[src/sspq_pkg.sv]
// ----------------------------------------------------------------------------
// sspq_pkg
// shared opcodes, cell commands and field widths for the sorted queue
// ----------------------------------------------------------------------------
package sspq_pkg;

  localparam int OPCODE_BITS = 2;
  localparam int COUNT_BITS  = 5;

  typedef enum logic [OPCODE_BITS-1:0] {
    OP_INSERT = 2'd0,
    OP_REMOVE = 2'd1,
    OP_POP    = 2'd2,
    OP_CLEAR  = 2'd3
  } opcode_t;

  // command broadcast to every cell of the row
  typedef enum logic [2:0] {
    CMD_HOLD    = 3'd0,
    CMD_INSERT  = 3'd1,
    CMD_POP     = 3'd2,
    CMD_COMPACT = 3'd3,
    CMD_CLEAR   = 3'd4
  } cell_cmd_t;

  typedef struct packed {
    cell_cmd_t cmd;
  } cell_ctrl_t;

endpackage

[src/sspq_cell.sv]
// ----------------------------------------------------------------------------
// sspq_cell
// one slot of the sorted row: holds an entry and trades it with its neighbors
// ----------------------------------------------------------------------------
module sspq_cell #(
  parameter int PAYLOAD_BITS  = 16,
  parameter int PRIORITY_BITS = 8
) (
  input  logic                     clk,
  input  logic                     rst,
  input  sspq_pkg::cell_ctrl_t     ctrl,
  input  logic [PRIORITY_BITS-1:0] key,
  input  logic [PAYLOAD_BITS-1:0]  new_payload,
  // left neighbor (toward the head)
  input  logic                     left_ge,
  input  logic                     left_valid,
  input  logic [PAYLOAD_BITS-1:0]  left_payload,
  input  logic [PRIORITY_BITS-1:0] left_priority,
  // right neighbor (toward the tail)
  input  logic                     right_valid,
  input  logic [PAYLOAD_BITS-1:0]  right_payload,
  input  logic [PRIORITY_BITS-1:0] right_priority,
  output logic                     valid,
  output logic [PAYLOAD_BITS-1:0]  payload,
  output logic [PRIORITY_BITS-1:0] priority_q,
  output logic                     ge,
  output logic                     match,
  output logic                     valid_next,
  output logic [PAYLOAD_BITS-1:0]  payload_next,
  output logic [PRIORITY_BITS-1:0] priority_next
);

  logic le;

  assign ge    = valid && (priority_q >= key);
  assign le    = valid && (priority_q <= key);
  assign match = valid && (priority_q == key);

  always_comb begin
    valid_next    = valid;
    payload_next  = payload;
    priority_next = priority_q;
    case (ctrl.cmd)
      sspq_pkg::CMD_INSERT: begin
        if (!ge) begin
          if (left_ge) begin
            // new entry lands right after the last entry of equal or higher priority
            valid_next    = 1'b1;
            payload_next  = new_payload;
            priority_next = key;
          end else begin
            valid_next    = left_valid;
            payload_next  = left_payload;
            priority_next = left_priority;
          end
        end
      end
      sspq_pkg::CMD_POP: begin
        valid_next    = right_valid;
        payload_next  = right_payload;
        priority_next = right_priority;
      end
      sspq_pkg::CMD_COMPACT: begin
        // the matching run sits just ahead of all lower priorities
        if (le) begin
          valid_next    = right_valid;
          payload_next  = right_payload;
          priority_next = right_priority;
        end
      end
      sspq_pkg::CMD_CLEAR: valid_next = 1'b0;
      default: ;
    endcase
  end

  always_ff @(posedge clk) begin
    if (rst) begin
      valid <= 1'b0;
    end else begin
      valid <= valid_next;
    end
    payload    <= payload_next;
    priority_q <= priority_next;
  end

endmodule

[src/stable_sorted_priority_queue_core.sv]
// ----------------------------------------------------------------------------
// stable_sorted_priority_queue_core
// sorted-list priority queue built from a row of shifting cells
// ----------------------------------------------------------------------------
// channel  dir  tdata fields (lsb first)                          transaction
// s_*      in   opcode, payload_in, priority_in                   one operation
// m_*      out  head_valid, head_payload, head_priority,          one result
//               entry_count, removed_count, overflow
//
// insert, pop and clear are accepted in IDLE and update the row in EXEC
// remove-by-priority compacts the row in EXEC until no entry matches; the row drops
// one matching entry per cycle
// rst is synchronous; it empties the row, no clearing pass is needed
// a finished result waits in the output register; the next operation is
// accepted meanwhile and stalls in EXEC before it finishes until that result is taken
// ----------------------------------------------------------------------------
module stable_sorted_priority_queue_core #(
  parameter int DEPTH         = 16,
  parameter int PAYLOAD_BITS  = 16,
  parameter int PRIORITY_BITS = 8,
  localparam int IN_BYTES  =
    (sspq_pkg::OPCODE_BITS + PAYLOAD_BITS + PRIORITY_BITS + 7) / 8,
  localparam int OUT_BYTES =
    (2 + PAYLOAD_BITS + PRIORITY_BITS + 2 * sspq_pkg::COUNT_BITS + 7) / 8
) (
  input  logic                clk,
  input  logic                rst,
  input  logic                s_tvalid,
  output logic                s_tready,
  // opcode, payload_in, priority_in, zero fill
  input  logic [IN_BYTES*8-1:0]  s_tdata,
  output logic                m_tvalid,
  input  logic                m_tready,
  // head_valid, head_payload, head_priority, entry_count, removed_count,
  // overflow, zero fill
  output logic [OUT_BYTES*8-1:0] m_tdata
);

  localparam int CB        = sspq_pkg::COUNT_BITS;
  localparam int OB        = sspq_pkg::OPCODE_BITS;
  localparam int IN_BITS   = OB + PAYLOAD_BITS + PRIORITY_BITS;
  localparam int OUT_BITS  = 2 + PAYLOAD_BITS + PRIORITY_BITS + 2 * CB;
  localparam int CW        = $clog2(DEPTH + 1);
  localparam int CX        = CW + CB;

  typedef enum logic {IDLE, EXEC} state_t;

  state_t                   state;
  sspq_pkg::opcode_t        op;
  logic [PAYLOAD_BITS-1:0]  op_payload;
  logic [PRIORITY_BITS-1:0] op_priority;
  logic [CW-1:0]            count;
  logic [CW-1:0]            removed;

  logic [CW-1:0]            count_next;
  logic [CW-1:0]            removed_next;
  logic                     ovf;
  logic                     finish;
  logic                     out_free;
  logic                     any_match;
  logic [CX-1:0]            count_ext;
  logic [CX-1:0]            removed_ext;
  logic [OUT_BITS-1:0]      result;
  sspq_pkg::cell_ctrl_t     ctrl;

  // row signals, index 0 is the head
  logic [DEPTH-1:0]         c_valid;
  logic [PAYLOAD_BITS-1:0]  c_payload  [DEPTH];
  logic [PRIORITY_BITS-1:0] c_priority [DEPTH];
  logic [DEPTH-1:0]         c_ge;
  logic [DEPTH-1:0]         c_match;
  logic [DEPTH-1:0]         n_valid;
  logic [PAYLOAD_BITS-1:0]  n_payload  [DEPTH];
  logic [PRIORITY_BITS-1:0] n_priority [DEPTH];

  for (genvar i = 0; i < DEPTH; i++) begin : g_cell
    logic                     l_ge;
    logic                     l_valid;
    logic [PAYLOAD_BITS-1:0]  l_payload;
    logic [PRIORITY_BITS-1:0] l_priority;
    logic                     r_valid;
    logic [PAYLOAD_BITS-1:0]  r_payload;
    logic [PRIORITY_BITS-1:0] r_priority;

    if (i == 0) begin : g_head
      // head cell sees an endless run of equal or higher priorities on its left
      assign l_ge       = 1'b1;
      assign l_valid    = 1'b0;
      assign l_payload  = '0;
      assign l_priority = '0;
    end else begin : g_mid
      assign l_ge       = c_ge[i-1];
      assign l_valid    = c_valid[i-1];
      assign l_payload  = c_payload[i-1];
      assign l_priority = c_priority[i-1];
    end

    if (i == DEPTH - 1) begin : g_tail
      assign r_valid    = 1'b0;
      assign r_payload  = '0;
      assign r_priority = '0;
    end else begin : g_body
      assign r_valid    = c_valid[i+1];
      assign r_payload  = c_payload[i+1];
      assign r_priority = c_priority[i+1];
    end

    sspq_cell #(
      .PAYLOAD_BITS  (PAYLOAD_BITS),
      .PRIORITY_BITS (PRIORITY_BITS)
    ) u_cell (
      .clk            (clk),
      .rst            (rst),
      .ctrl           (ctrl),
      .key            (op_priority),
      .new_payload    (op_payload),
      .left_ge        (l_ge),
      .left_valid     (l_valid),
      .left_payload   (l_payload),
      .left_priority  (l_priority),
      .right_valid    (r_valid),
      .right_payload  (r_payload),
      .right_priority (r_priority),
      .valid          (c_valid[i]),
      .payload        (c_payload[i]),
      .priority_q     (c_priority[i]),
      .ge             (c_ge[i]),
      .match          (c_match[i]),
      .valid_next     (n_valid[i]),
      .payload_next   (n_payload[i]),
      .priority_next  (n_priority[i])
    );
  end

  assign s_tready  = (state == IDLE);
  assign out_free  = !m_tvalid || m_tready;
  assign any_match = |c_match;

  // per-cycle control of the row while an operation is in flight
  always_comb begin
    ctrl.cmd     = sspq_pkg::CMD_HOLD;
    finish       = 1'b0;
    ovf          = 1'b0;
    count_next   = count;
    removed_next = removed;
    if (state == EXEC) begin
      unique case (op)
        sspq_pkg::OP_INSERT: begin
          if (out_free) begin
            finish = 1'b1;
            if (count == CW'(DEPTH)) begin
              ovf = 1'b1;     // full: entry dropped
            end else begin
              ctrl.cmd   = sspq_pkg::CMD_INSERT;
              count_next = count + 1'b1;
            end
          end
        end
        sspq_pkg::OP_REMOVE: begin
          if (any_match) begin
            // drop the first matching entry, the tail closes up by one
            ctrl.cmd     = sspq_pkg::CMD_COMPACT;
            count_next   = count - 1'b1;
            removed_next = removed + 1'b1;
          end else begin
            finish = out_free;
          end
        end
        sspq_pkg::OP_POP: begin
          if (out_free) begin
            finish = 1'b1;
            if (count != '0) begin
              ctrl.cmd     = sspq_pkg::CMD_POP;
              count_next   = count - 1'b1;
              removed_next = CW'(1);
            end
          end
        end
        sspq_pkg::OP_CLEAR: begin
          if (out_free) begin
            finish       = 1'b1;
            ctrl.cmd     = sspq_pkg::CMD_CLEAR;
            count_next   = '0;
            removed_next = count;
          end
        end
        default: ;
      endcase
    end
  end

  // counts wrap to the field width when the row is deeper than the field
  assign count_ext   = CX'(count_next);
  assign removed_ext = CX'(removed_next);

  always_comb begin
    result = '0;
    if (count_next != '0) begin
      result[0]                                = 1'b1;
      result[PAYLOAD_BITS:1]                   = n_payload[0];
      result[PAYLOAD_BITS+PRIORITY_BITS:PAYLOAD_BITS+1] = n_priority[0];
    end
    result[PAYLOAD_BITS+PRIORITY_BITS+CB:PAYLOAD_BITS+PRIORITY_BITS+1] =
      count_ext[CB-1:0];
    result[PAYLOAD_BITS+PRIORITY_BITS+2*CB:PAYLOAD_BITS+PRIORITY_BITS+CB+1] =
      removed_ext[CB-1:0];
    result[OUT_BITS-1] = ovf;
  end

  always_ff @(posedge clk) begin
    if (rst) begin
      state    <= IDLE;
      count    <= '0;
      removed  <= '0;
      m_tvalid <= 1'b0;
    end else begin
      if (finish) begin
        m_tvalid <= 1'b1;
      end else if (m_tready) begin
        m_tvalid <= 1'b0;
      end
      unique case (state)
        IDLE: begin
          if (s_tvalid) begin
            state   <= EXEC;
            removed <= '0;
          end
        end
        EXEC: begin
          count   <= count_next;
          removed <= removed_next;
          if (finish) begin
            state <= IDLE;
          end
        end
        default: state <= IDLE;
      endcase
    end
    // operation fields and result data need no reset
    if (s_tvalid && s_tready) begin
      op          <= sspq_pkg::opcode_t'(s_tdata[OB-1:0]);
      op_payload  <= s_tdata[OB+PAYLOAD_BITS-1:OB];
      op_priority <= s_tdata[IN_BITS-1:OB+PAYLOAD_BITS];
    end
    if (finish) begin
      m_tdata <= (OUT_BYTES*8)'(result);
    end
  end

  // held count always equals the number of occupied cells
  assert property (@(posedge clk) disable iff (rst)
    $countones(c_valid) == int'(count))
    else $error("entry count disagrees with occupied cells");

  // occupied cells form one run starting at the head
  assert property (@(posedge clk) disable iff (rst)
    (DEPTH'(c_valid + 1'b1) & c_valid) == '0)
    else $error("gap in the cell row");

  // an accepted transaction starts with a fresh removed count
  assert property (@(posedge clk) disable iff (rst)
    (s_tvalid && s_tready) |=> (state == EXEC) && (removed == '0))
    else $error("operation did not start cleanly");

  // a new result is only loaded once the previous one has left
  assert property (@(posedge clk) disable iff (rst)
    (m_tvalid && !m_tready) |=> m_tvalid && $stable(m_tdata))
    else $error("pending result overwritten");

endmodule

[config.mk]
export PLATFORM = sky130hd
export DESIGN_NAME = stable_sorted_priority_queue_core
export DESIGN_NICKNAME = d
export VERILOG_FILES = /design/src/sspq_pkg.sv /design/src/sspq_cell.sv /design/src/stable_sorted_priority_queue_core.sv
export SDC_FILE = /design/constraint.sdc
export NUM_CORES = 1
export LEC_CHECK = 0
export ABC_AREA = 1
export BUFFER_PORTS_ARGS = -buffer_cell sky130_fd_sc_hd__buf_2
export CELL_PAD_IN_SITES_DETAIL_PLACEMENT = 1
export CELL_PAD_IN_SITES_GLOBAL_PLACEMENT = 1
export CORE_ASPECT_RATIO = 1.4
export CORE_MARGIN = 2
export CORE_UTILIZATION = 44
export DETAILED_ROUTE_END_ITERATION = 7
export PLACE_DENSITY = 0.78
export SYNTH_ARGS = -nofsm -noshare
export SYNTH_HDL_FRONTEND = slang
export SYNTH_SLANG_ARGS = --single-unit
export TNS_END_PERCENT = 50
[constraint.sdc]
create_clock -name clk -period 4.1 [get_ports clk]
set_input_delay 0.205 -clock clk [delete_from_list [all_inputs] [get_ports clk]]
set_output_delay 0.205 -clock clk [all_outputs]
set_load 0.01 [all_outputs]
==> run metrics <==
outcome complete, no violations; max-cap violations 0; n_diodes 0; final number of setup-violating endpoints 0; GPL Wtd Cong 0.858; Vias 24,100; post-synth cell types 42; Setup TNS 0 ps; Site Rows 108; number of global-route vias before repair 26,100; combinational power share 17.4%; most common cell after layout, fill and taps aside nand2_1; post-synthesis sequential area ratio 49.9%; total gr overflow 0; Nets 3,483; Setup Fix Bufs, Post-CTS 0; register bit total from synthesis 474; RSZ-0062 raised after global routing no; Avg Inst Size Synth 8.28 um2; VDD IR max 365 uV; Setup Skew 30.1 ps; setup ws final 264 ps; Psw 3.79 mW; Yosys top cell area share 46.1%; Die ar. 0.0645 mm2; Hold Violations, Final 0; highest-count cells in the layout ignoring fill and taps nand2_1 (817), nor2_1 (514), edfxtp_1 (422); CTS tree built; LEAKAGE 12.1 nW; H-Tree Depth 2; Crit. End Element flip-flop; GR Util All Layers 26.1%; Tightest Hold Check Type in -> reg; chip width 215 um; drt total wl 84.8 mm; Worst-path clk slew 70 ps; Die Span Y 300 um; Slew headroom 24.2%; post-DR wirelength/cell 20.3 um; Critical Path AT 4140 ps; Iteration-0 DRC Markers 1,417; CTS root buffer clkbuf_16; Routed Antenna Nets 0; crit path max fanout 32; Mapped Cells 3,320; area leader, netlist edfxtp_1; IO Port Bufs 67; Net Sw Frac 29.2%; first-pass GRT wire length 137 mm; Core Box Area 0.0619 mm2; largest net degree at the start of global routing 185; hpwl dp 61.4 mm; Max Buffers Root-to-Sink 3; Clock Latency Late Sink 620 ps; Final Cycle Share 93.6%; Via density 5.77; Clk pwr share 35.9%; CTS buffer count 48; Initial Util 44.4%; Fmax achieved 261 MHz; initial antenna violation count 0; Reg2Reg Setup Slack 260 ps; CTS sink count 474; Worst Tran Pin Value 1140 ps; Setup Slack @ Placement 133 ps; Netlist Area Pre-Place 0.0275 mm2; Yosys warning total 0; share of cells above drive strength 1 8.02%; Slew Limit Fails 0; Area growth syn-to-layout 11.1%; CP required 4410 ps; io pins 78; DRT Pass-1 Iters 5; P_int 9.18 mW; post-route insts no fill 4,180; Crit Path Class reg -> reg; pwr dens 425 mW/mm2; Placed Instances 4,062; minimum clock period 3840 ps; residual DRC count 0; register share of total power 46.7%; top cells by area, synth edfxtp_1 (46%), nand2_1 (11%), a21oi_1 (7.4%); startpoint class of the critical path flip-flop
final timing paths:
kind	to	startpoint	cells past startpoint
setup / recovery	g_cell[15].u_cell.priority_q[1]	op_priority[5]	10
setup reg to reg	g_cell[15].u_cell.priority_q[1]	op_priority[5]	10
hold / removal	op_priority[4]	s_tdata[22]	2
hold reg to reg	removed[4]	removed[4]	2
cell families after synthesis:
group	count (synthesis)	share of synthesized area, %
AND/OR/NAND/NOR	1557	22.9
AO/OA/AOI/OAI	730	14.5
flip-flops	474	49.9
buffers and inverters	421	6.57
adder cells (fa/ha/maj)	131	5.96
XOR/XNOR	6	0.191
other	1	0.0136
critical path: stages (launching register included):
cell and delay [ps]:
edfxtp_1 360, inv_1 50, buf_4 210, ha_1 320, nand2_1 50, nor2_1 370, nand2_1 140, a31oi_1 680
inv_1 750, o21ai_0 480, a21oi_1 90
per-layer routing:
metal	wire length, um	global-route usage (%)
met1	33700	30.1
met2	44800	48.8
met3	2820	2.52
met4	3430	11.7
met5	0	0
power by group through the flow:
stage | logic, mW | clock network, mW | registers, mW
2_1_floorplan | 1.57 | 0 | 6.04
3_3_place_gp | 2.04 | 0 | 6.12
3_5_place_dp | 2.22 | 0 | 6.14
4_1_cts | 2.26 | 4.74 | 6.05
5_1_grt | 2.55 | 4.88 | 6.09
6_report | 2.26 | 4.65 | 6.05
stage by stage:
step                      hold WS [ps]  util, %  area (um2)  total power, mW
after floorplan                    274        -       27500             7.62
after global placement             382     46.2       28600             8.16
after detailed placement           384     46.2       28600             8.36
after CTS                          273     49.3       30500             13.1
after global routing               294     49.3       30500             13.5
final                              295     49.3       30500             13.0
cell type report:
cell class	instances	area (um2)
fill	7388	31400
sequential	474	13700
multi-input combinational	2428	12100
timing repair buffer	171	1340
clock buffer	67	1320
tap	825	1030
inverter	193	732
clock inverter	22	299
cell usage after synthesis (all sizes together):
cell type,number
conb,1
o22ai,16
dfxtp,52
a22oi,9
nand3,118
clkbuf,104
o211ai,18
or2,1
xor2,4
o21ai,101
nor3b,4
nand4,61
and2,1
nor2,539
xnor2,2
ha,131
o311ai,1
nor3,4
a211oi,1
inv,193
nand2,828
nor4,1
o21a,6
a31oi,166
a21boi,1
edfxtp,422
a21oi,408
o221ai,3
buf,124
what timing repair did:
action                                  in CTS  in global routing
resized for setup                            0                  2
endpoints found under the setup margin       0                315
hold buffers                                29                  0
endpoints found under the hold margin       38                  0
flip-flops by register name, indices dropped and copies added (netlist names):
signal                    cells
op_payload                   16
g_cell.u_cell.payload       256
count                         5
m_tvalid                      1
g_cell.u_cell.valid          16
m_tdata                      36
op                            2
g_cell.u_cell.priority_q    128
removed                       5
state                         1
op_priority                   8
Power figures use the tool's default switching activity.
